## config.mk

```make
export PLATFORM = sky130hd
export DESIGN_NAME = rbs_delay
export DESIGN_NICKNAME = d
export VERILOG_FILES = /design/src/hw/rtl/rbs_pkg.sv /design/src/hw/rtl/rbs_delay.sv
export SDC_FILE = /design/constraint.sdc
export NUM_CORES = 1
export LEC_CHECK = 0
export ABC_AREA = 1
export BUFFER_PORTS_ARGS = -buffer_cell sky130_fd_sc_hd__buf_4
export CAP_MARGIN = 20
export CORE_ASPECT_RATIO = 0.8
export CORE_UTILIZATION = 55
export CTS_CLUSTER_SIZE = 40
export DETAILED_ROUTE_END_ITERATION = 8
export GPL_TIMING_DRIVEN = 0
export PLACE_DENSITY = 0.83
export SLEW_MARGIN = 25
export SYNTH_ARGS = -nofsm -noshare
export SYNTH_HDL_FRONTEND = slang
export SYNTH_SLANG_ARGS = --single-unit
export TNS_END_PERCENT = 30
```

## constraint.sdc

```tcl
create_clock -name i_clk -period 1.19 [get_ports i_clk]
set_input_delay 0.0595 -clock i_clk [delete_from_list [all_inputs] [get_ports i_clk]]
set_output_delay 0.0595 -clock i_clk [all_outputs]
set_load 0.005 [all_outputs]
```

## src/hw/rtl/rbs_pkg.sv

```systemverilog
// Package for the ray versus box slab test.
// Holds default widths and the configuration register indexes; no dependencies.
`timescale 1ns / 1ps
package rbs_pkg;
    localparam int COORD_WIDTH_DEF = 32;
    localparam int FRAC_BITS_DEF   = 16;
    localparam int CFG_IDX_W       = 3;

    typedef enum logic [CFG_IDX_W-1:0] {
        CFG_BOX_MIN_X = 3'd0,
        CFG_BOX_MIN_Y = 3'd1,
        CFG_BOX_MIN_Z = 3'd2,
        CFG_BOX_MAX_X = 3'd3,
        CFG_BOX_MAX_Y = 3'd4,
        CFG_BOX_MAX_Z = 3'd5
    } t_cfg_idx;
endpackage

```

## src/hw/rtl/rbs_delay.sv

```systemverilog
// Sideband delay line that keeps flags and valid bits aligned with the divider.
// Depends on rbs_pkg only through the common import style.
`timescale 1ns / 1ps
module rbs_delay
    import rbs_pkg::*;
#(
    parameter int WIDTH = 8,
    parameter int DEPTH = 4
) (
    input  logic             i_clk,
    input  logic             i_rst_n,
    input  logic             i_en,
    input  logic             i_valid,
    input  logic [WIDTH-1:0] i_data,
    output logic             o_valid,
    output logic [WIDTH-1:0] o_data
);
    logic [WIDTH-1:0] r_data  [DEPTH];
    logic [DEPTH-1:0] r_valid;

    // Valid bits are cleared by reset; data needs none.
    always_ff @(posedge i_clk) begin
        if (!i_rst_n) begin
            r_valid <= '0;
        end else if (i_en) begin
            r_valid <= {r_valid[DEPTH-2:0], i_valid};
        end
    end

    always_ff @(posedge i_clk) begin
        if (i_en) begin
            r_data[0] <= i_data;
            for (int k = 1; k < DEPTH; k++) begin
                r_data[k] <= r_data[k-1];
            end
        end
    end

    assign o_valid = r_valid[DEPTH-1];
    assign o_data  = r_data[DEPTH-1];
endmodule

```

### After elaboration in Yosys (flattened, before gate mapping)

Memories as Yosys holds them, arrays and structs flattened.
Index checks and enable logic that the tools add are counted.

* output and inout bits: 9
* ROM bits: 0
* latch bits: 0
* memories: 1
* bits in writable memories: 32
* register bits after elaboration: 4
* input bits: 12

Memories
* r_data: words 4, bits a word 8, read ports 4, clocked after memory_dff 0, write ports 4, RTL line rbs_delay.sv:18 `logic [WIDTH-1:0] r_data [DEPTH];`

* bitwise logic cells: 0
* equal/unequal tests: 0
* $lt $le $gt $ge: 0
* div/mod/pow operators: 0
* reduce and logical (&&, ||, !) cells: 0
* add/subtract/negate cells: 0
* shifts and indexed selects: 0
* mux-type cells: 2
* multipliers: 0

Operators by type and width (number)
* $mux 1: 2

### Logic depth before layout (Yosys ltp)

* depth in word-level cells: 2
* mapped depth: 4
* mapped depth without buffers: 4

### Worst setup path before layout

Ideal clock, no wire load.

* path kind: register to register
* from: memory r_data[0][0]
* to: memory r_data[1][0], data pin
* arrival: 0.323 ns
* required time: 0.924 ns
* stages on the path, launching flop included: 1
* clock period less this slack: 0.589 ns
* buffers on the path: 0
* slack: 0.601 ns
* path through: edfxtp_1

RTL lines (RTL line)
* start: declaration: rbs_delay.sv:18

==> out/summary.txt <==
status: finished clean
vias in the first global route: 508
Final #Nets: 105
area of the multi-input gates: 60.1 sq um
Unique masters post-synth: 6
maximum fanout along the worst path: 1
Worst Hold Slack: 0.0428 ns
Antenna Nets Post-Route: 0
final hold vios: 0
Clock Skews: 0.00441 ns
achievable clock frequency: 1.11 GHz
Max-Cap Viols: 0
worst rel slew slack: 74.3%
Avg Synthesized Cell Area: 19.8 sq um
most frequent cells in the layout: 32 x edfxtp_1, 20 x buf_4, 9 x dlygate4sd3_1
dpl cell area: 1310 sq um
top-level I/O count: 21
WP data required: 1.13 ns
RSZ-0062 raised after global routing: no
most common cell after layout, fill and taps aside: edfxtp_1
setup violators final: 0
# DRC: 0
post-place setup slack: 0.290 ns
post-synthesis register bit count: 36
gr ovfl total: 0
peak supply drop: 0.00132 V
initial core utilization: 59.0%
Reg area: 1040 sq um
Hold WC Path Type: primary input to register
R2R setup slack: 0.52 ns
Leakage: 0.577 nW
CP cell instances: buf_4
Arrival @ worst endpoint: 0.84 ns
R2R Path Start: r_valid[1]
core area: 1910 sq um
post-CTS setup buffer count: 0
Hold-fix buffers, CTS: 9
CTS Sinks: 36
total power: 2.31 mW
Setup TNS Final: 0 ns
Setup crit end: o_data[5]
WP buf/inv: 1
Pre-antenna DRT Iters: 4
htree depth: 2
Longest Clk Path Bufs: 2
CTS tree: yes
met3 routed WL: 109 um
n_diodes: 0
die footprint: 2240 sq um
min-delay src: i_valid
final slew viol count: 0
Reg clk slew, reported paths: 0.10 ns
startpoint types: register
Vias per Instance: 4.56
FF-to-FF End: r_valid[2]
DIE HEIGHT: 42.5 um
synth warn: 0
Clock Tree Root: clkbuf_4
first-pass GRT wire length: 2.21 mm
delay-heaviest family, CP: flip-flops
min Tclk post-route: 0.903 ns
initial antenna violation count: 0
average routed wire per standard cell: 12.1 um
largest net degree at the start of global routing: 34
cts bufs inserted: 5
post-cts gate resize count: 0
post-synthesis sequential area ratio: 92.3%
Tcrit/Tclk final: 75.9%
final instance area: 1470 sq um
total wire length: 1.43 mm
Slew @ Worst Pin: 0.386 ns
CP Capture Type: output pin
final setup margin: 0.287 ns
die width: 52.6 um
DRT met1 WL: 555 um
filler cell count: 100
Syn Inst Count: 57
gr usage total: 15.7%
metal2 WL: 761 um
Vias: 538
clock latency on the worst-skew pair: 0.32 ns
I/O Buffers: 20
synthesis-to-layout area growth: 30.1%
top layer in use: met4
CP startpoint: r_data[3][5]
gpl congestion: 0.577
Worst R2R Path Depth: 4
DRT iter0 DRCs: 8
layout cells sized above 1: 29.8%
critical path type: register to output pin
Syn Nets: 69
PwrDens: 1580 nW/um^2
site row count: 14
crit-path max cell delay: 0.38 ns
CP max stage cell: edfxtp_1
Cell Area, Synth: 1130 sq um
Crit path depth: 1
==> cell type report <==
class                      instances  share of cell area [%]
sequential                        36                    71.0
timing repair buffer              29                    16.4
clock buffer                       8                    4.69
multi-input combinational         16                    4.10
tap                               24                    2.05
inverter                           4                    1.02
buffer                             1                   0.768
==> worst reg2reg max path, delay by kind of cell (launching register included) <==
family | cells | cell delay (ns)
flops | 1 | 0.36
simple gates | 3 | 0.20
buf+inv | 1 | 0.05
==> logic make-up (layout without fill, tap and decap cells) <==
group / Yosys count / in the layout / share of synthesized area [%]
flip-flops: 36 / 36 / 92.3
AND/OR/NAND/NOR: 16 / 16 / 5.33
buffers and inverters: 5 / 42 / 2.33
==> worst min path at each step <==
stage               slack [ns]  cells after the start            to
floorplan                 0.16                      0  r_data[0][0]
global placement          0.24                      1  r_data[0][1]
detailed placement        0.24                      1  r_data[0][3]
CTS                       0.03                      5    r_valid[0]
global route              0.05                      5    r_valid[0]
finish                    0.04                      5    r_valid[0]
==> per-layer routing <==
layer | vias to the layer above | track usage, %
li1 | 272 | -
met2 | 23 | 23.8
met3 | 2 | 10.1
met4 | 0 | 6.84
met5 | - | 0
met1 | 241 | 17.2
==> power by group <==
part / switching (mW) / internal, mW
Combinational: 0.0531 / 0.0730
Sequential: 0.0243 / 1.47
Clock: 0.347 / 0.348
Total: 0.425 / 1.89
==> metrics by stage <==
step / utilization [%] / std cells
6_report: 76.8 / 118
5_1_grt: 76.8 / 118
4_1_cts: 76.8 / 118
3_5_place_dp: 68.5 / 101
3_3_place_gp: 68.5 / 101
2_1_floorplan: - / 57
==> cell usage after synthesis, drive strengths merged <==
cell	instances	area, sq um
edfxtp	32	961
nand2	8	30.0
nor2	8	30.0
dfxtp	4	80.1
inv	4	15.0
buf	1	11.3
==> state kept, by name, indices dropped and copies added, names as in the netlist <==
register,count
r_valid,4
r_data,32
No activity file was read; power rests on OpenSTA's default activity.
