[src/hw/rtl/rbs_pkg.sv]
// Package for the ray versus box slab test.
// Holds default widths and the configuration register indexes; no dependencies.
`timescale 1ns / 1ps
package rbs_pkg;
    localparam int COORD_WIDTH_DEF = 32;
    localparam int FRAC_BITS_DEF   = 16;
    localparam int CFG_IDX_W       = 3;

    typedef enum logic [CFG_IDX_W-1:0] {
        CFG_BOX_MIN_X = 3'd0,
        CFG_BOX_MIN_Y = 3'd1,
        CFG_BOX_MIN_Z = 3'd2,
        CFG_BOX_MAX_X = 3'd3,
        CFG_BOX_MAX_Y = 3'd4,
        CFG_BOX_MAX_Z = 3'd5
    } t_cfg_idx;
endpackage

[src/hw/rtl/rbs_slab.sv]
// One axis: near and far ray parameters from two quotients or an unbounded slab.
// Depends on rbs_pkg for default widths.
`timescale 1ns / 1ps
module rbs_slab
    import rbs_pkg::*;
#(
    parameter int COORD_WIDTH = COORD_WIDTH_DEF
) (
    input  logic                          i_clk,
    input  logic                          i_en,
    input  logic signed [COORD_WIDTH-1:0] i_t1,
    input  logic signed [COORD_WIDTH-1:0] i_t2,
    input  logic                          i_dir_zero,
    input  logic                          i_inside,
    output logic signed [COORD_WIDTH:0]   o_near,
    output logic signed [COORD_WIDTH:0]   o_far,
    output logic                          o_miss
);
    localparam logic signed [COORD_WIDTH:0] UNB_LO = {2'b11, {(COORD_WIDTH-1){1'b0}}};
    localparam logic signed [COORD_WIDTH:0] UNB_HI = {2'b01, {(COORD_WIDTH-1){1'b0}}};

    logic w_lt;
    assign w_lt = i_t1 < i_t2;

    // A zero direction leaves the axis unbounded, or misses outright.
    always_ff @(posedge i_clk) begin
        if (i_en) begin
            if (i_dir_zero) begin
                o_near <= UNB_LO;
                o_far  <= UNB_HI;
                o_miss <= !i_inside;
            end else begin
                o_near <= (COORD_WIDTH+1)'(w_lt ? i_t1 : i_t2);
                o_far  <= (COORD_WIDTH+1)'(w_lt ? i_t2 : i_t1);
                o_miss <= 1'b0;
            end
        end
    end
endmodule

[config.mk]
export PLATFORM = sky130hd
export DESIGN_NAME = rbs_slab
export DESIGN_NICKNAME = d
export VERILOG_FILES = /design/src/hw/rtl/rbs_pkg.sv /design/src/hw/rtl/rbs_slab.sv
export SDC_FILE = /design/constraint.sdc
export NUM_CORES = 1
export LEC_CHECK = 0
export BUFFER_PORTS_ARGS = -buffer_cell sky130_fd_sc_hd__buf_4
export CAP_MARGIN = 20
export CORE_ASPECT_RATIO = 1.4
export CORE_MARGIN = 3
export CORE_UTILIZATION = 52
export CTS_BUF_LIST = sky130_fd_sc_hd__clkbuf_4
export DETAILED_ROUTE_END_ITERATION = 10
export PLACE_DENSITY = 0.84
export REMOVE_ABC_BUFFERS = 1
export SETUP_SLACK_MARGIN = 0.2
export SLEW_MARGIN = 0
export SYNTH_ARGS = -nofsm -noshare
export SYNTH_HDL_FRONTEND = slang
export SYNTH_SLANG_ARGS = --single-unit
[constraint.sdc]
create_clock -name i_clk -period 6 [get_ports i_clk]
set_clock_uncertainty 0.1 [all_clocks]
set_input_delay 0.3 -clock i_clk [delete_from_list [all_inputs] [get_ports i_clk]]
set_output_delay 0.3 -clock i_clk [all_outputs]
set_load 0.005 [all_outputs]
### Yosys cells after proc, flatten, opt, wreduce, memory -nomap -nowiden

Cells that the tools add are included.

| storage, ports and cells | value |
|---|---|
| output and inout bits | 67 |
| bits in registers | 67 |

| cells by class | value |
|---|---|
| multiplexer cells | 2 |
| reductions and logical operators | 1 |
| magnitude comparators | 1 |

Operators with widths:

| cell | count |
|---|---|
| 33-bit 2-to-1 mux | 2 |
| 32-bit < comparator | 1 |
| 1-bit zero test | 1 |

### Depth between registers and ports, before layout

| logic depth | value |
|---|---|
| depth after elaboration | 2 |
| mapped depth | 10 |
| gate-level depth less buffers | 9 |

### Worst setup path before layout

Ideal clock, no wire load.

| timing path | value |
|---|---|
| path type | input to register |
| from | input i_t2[25] |
| to | register o_far[0] (data pin) |
| arrival | 2,182 ps |
| data required time | 5,641 ps |
| slack | 3,459 ps |
| setup time | 259 ps |
| path buffers | 1 |
| stages | 10 |
| cells stage by stage | inv_1 ha_1 a21o_1 a221o_1 a221oi_1 o21ai_1 a21oi_4 xnor2_4 buf_6 mux2i_1 |

| between the ends | value |
|---|---|
| cells in the longest elaborated chain, start to end | 2 |

Ends and longest elaborated chain:

| element | RTL line | source |
|---|---|---|
| start: declaration | rbs_slab.sv:12 | `input logic signed [COORD_WIDTH-1:0] i_t2,` |
| 32-bit < comparator | rbs_slab.sv:23 | `assign w_lt = i_t1 < i_t2;` |
| 33-bit 2-to-1 mux | rbs_slab.sv:34 | `o_far <= (COORD_WIDTH+1)'(w_lt ? i_t2 : i_t1);` |
| end signal: assignment | rbs_slab.sv:34 |  |
| end: declaration | rbs_slab.sv:16 | `output logic signed [COORD_WIDTH:0] o_far,` |

Every way passes these cells.
A chain may end at the register's enable or synchronous reset.

### Worst setup path in the final report

| timing path | value |
|---|---|
| from | input i_t1[2] |
| to | register o_far[0] (data pin) |

| between the ends | value |
|---|---|
| cells in the longest elaborated chain, start to end | 2 |

Ends and longest elaborated chain:

| element | RTL line | source |
|---|---|---|
| start: declaration | rbs_slab.sv:11 | `input logic signed [COORD_WIDTH-1:0] i_t1,` |
| 32-bit < comparator | rbs_slab.sv:23 |  |
| 33-bit 2-to-1 mux | rbs_slab.sv:34 |  |

Every way passes these cells.

==> flow_metrics.py <==
metrics = {
    "sta": {
        "fin_tns_setup_ns": 0,
        "finalCritPeriodShare_pct": 52.8,
        "finalSetupViolCount": 0,
        "rsz0062_at_grt": "false",
        "period_minus_slack_ns": 3.17,
        "slew_violations": 0,
        "tightestPinTransition_ns": 0.825,
        "slew-limit-headroom_pct": 45.0,
        "fmax_mhz": 316,
        "hold_viol": 0,
    },
    "global_route": {
        "grt_overflow": 0,
        "grt_pass1_wl_mm": 13.0,
        "antenna_found_initial": 1,
        "grtUsageTotal_pct": 19.9,
        "grt_pass1_vias": 2880,
        "grt_max_degree": 67,
    },
    "synth": {
        "synth-edff-count": 66,
        "ys_top_cells_by_count": "edfxtp_1, nand2b_1, mux2i_1, ha_1, inv_1",
        "ys_ff_latch": 66,
        "syn_area_per_cell_sq_um": 12.3,
        "ys_async_sr_fraction_pct": 0,
        "syn_inst": 319,
        "synth_area_leader_cell": "edfxtp_1",
        "netlist_area_sq_um": 3940,
        "ys_top_cells_by_area": "edfxtp_1, mux2i_1, nand2b_1",
        "synth_warnings": 0,
        "synth_cell_type_count": 27,
        "synth.most_common_cell": "edfxtp_1",
        "synth_ff_type": "edfxtp_1",
        "synth_top_area_share_pct": 50.3,
        "ys_seq_area_share_pct": 50.3,
    },
    "finish": {
        "layout-drive-gt1-share_pct": 32.7,
        "areaGrowthSynthToFinish_pct": 29.3,
        "nets": 550,
        "fin_area_sq_um": 5090,
    },
    "power": {
        "power.density_nw_per_um2": 237,
        "p_leak_nw": 2.41,
        "peakVddDrop_uv": 120,
    },
    "clock_network": {
        "postCtsResizedCells": 0,
        "clk_pin_slew_ns": 0.09,
        "clk_path_buf_depth": 2,
        "postCtsSetupBuffers": 0,
        "clock-sinks": 66,
        "cts_tree": "built",
        "cts_hold_buf": 0,
        "htree_num_levels": 3,
        "numCtsBuffers": 9,
        "cts_root_buf": "clkbuf_4",
    },
    "route": {
        "vias": 2871,
        "via_per_inst": 5.21,
        "drtIter0Drc": 134,
        "wl_per_cell_um": 15.1,
        "drcViolationCount": 0,
        "ant_nets": 0,
        "dr.pass1.iters": 4,
        "wl_mm": 8.29,
    },
    "setup_path": {
        "crit_type": "input pin to register",
        "worstSetupStartpointType": "input pin",
        "end_kind": "register",
        "required_ns": 6.03,
        "critPathMaxFanout": 44,
        "cp.arrival_ns": 3.20,
    },
    "placed_design": {
        "io_buffer_count": 134,
        "routabilityCongestion": 0.754,
        "placed_cell_area_sq_um": 4970,
        "dp_hpwl_mm": 6.26,
    },
    "floorplan": {
        "die_height_um": 109,
        "pin_count": 135,
        "die_w_um": 79.5,
        "dieArea_sq_um": 8660,
        "rows": 36,
        "initial_core_util_pct": 55.0,
        "coreArea_sq_um": 7160,
    },
    "min_path": {
        "min_path_cells": 2,
        "hp-class": "input pin to register",
    },
    "flow_run": {
        "drv_cap": 0,
    },
    "status": {
        "status": "completed",
    },
}
==> worst paths after layout <==
path                  startpoint  slack (ns)  endpoint
worst max-delay path     i_t1[2]        2.83  o_far[0]
worst min-delay path    i_inside        0.06    o_miss
==> metrics by stage <==
stage | setup WS [ns] | power, mW | instances | hold WS, ns | utilization (%)
final | 2.83 | 1.21 | 551 | 0.0569 | 71.1
after global routing | 2.68 | 1.28 | 551 | 0.0259 | 71.1
after CTS | 2.80 | 1.22 | 550 | 0.0284 | 71.1
after detailed placement | 2.35 | 0.947 | 535 | 0.480 | 69.4
after global placement | 2.45 | 0.935 | 535 | 0.475 | 69.4
after floorplan | 2.45 | 0.784 | 305 | 0.312 | -
==> flip-flops by register name, summed over array words and instances (netlist names) <==
| signal | cells |
|---|---|
| o_far | 33 |
| o_near | 32 |
| o_miss | 1 |
==> critical path, cell delays in order <==
cell,delay (ns)
buf_4,0.12
ha_1,0.30
a211o_1,0.30
a31oi_1,0.20
o221ai_1,0.17
a211o_1,0.31
a21oi_4,0.24
xnor2_4,0.35
buf_4,0.71
mux2i_1,0.18
==> where the power goes <==
part | internal, mW | switching [mW] | leakage (nW)
Combinational | 0.184 | 0.154 | 1.71
Sequential | 0.578 | 0.0164 | 0.637
Clock | 0.125 | 0.149 | 0.0688
==> placed cells by master (no fill, tap or decap) <==
master,instances
nand3_1,3
nand2b_1,64
nor2_1,5
a221oi_1,2
a31oi_1,1
a211o_1,3
or3_1,1
diode_2,1
a221o_1,1
edfxtp_1,66
and2_0,1
nand4_1,3
inv_1,31
and4_1,2
clkinv_2,1
buf_4,135
a21oi_1,10
ha_1,31
o21ai_0,2
mux2i_1,63
nand2_1,8
o221ai_1,1
clkbuf_4,10
a21o_1,2
xnor2_4,1
nor2b_1,2
clkinv_1,3
a21oi_4,1
bufinv_16,1
o21ai_1,1
==> routing by layer <==
layer / GRT usage [%] / vias to the layer above / wire length, um
met2: 36.0 / 97 / 4510
met3: 4.71 / 13 / 530
li1: - / 1407 / -
met5: 0 / - / 0
met1: 21.4 / 1354 / 3040
met4: 10.2 / 0 / 213
==> cell families (layout without fill, tap and decap cells) <==
group / after synthesis / in the layout / share of synthesized area [%]
xor gates and xnor gates: 1 / 1 / 0.699
adders and majority gates: 31 / 31 / 9.85
buffers and inverters: 45 / 181 / 5.53
DFF: 66 / 66 / 50.3
muxes: 63 / 63 / 16.0
and+or+nand+nor: 89 / 89 / 13.4
AOI/OAI and AO/OA: 24 / 24 / 4.20
other: 0 / 1 / 0
==> final cells by class <==
type	count	area (sq um)
Clock inverter	5	46.3
Clock buffer	10	75.1
Antenna cell	1	2.50
Timing Repair Buffer	135	1010
Inverter	31	116
Fill cell	524	2070
Sequential cell	66	1980
Tap cell	95	119
Multi-Input combinational cell	208	1740
No activity file was read; power rests on OpenSTA's default activity.
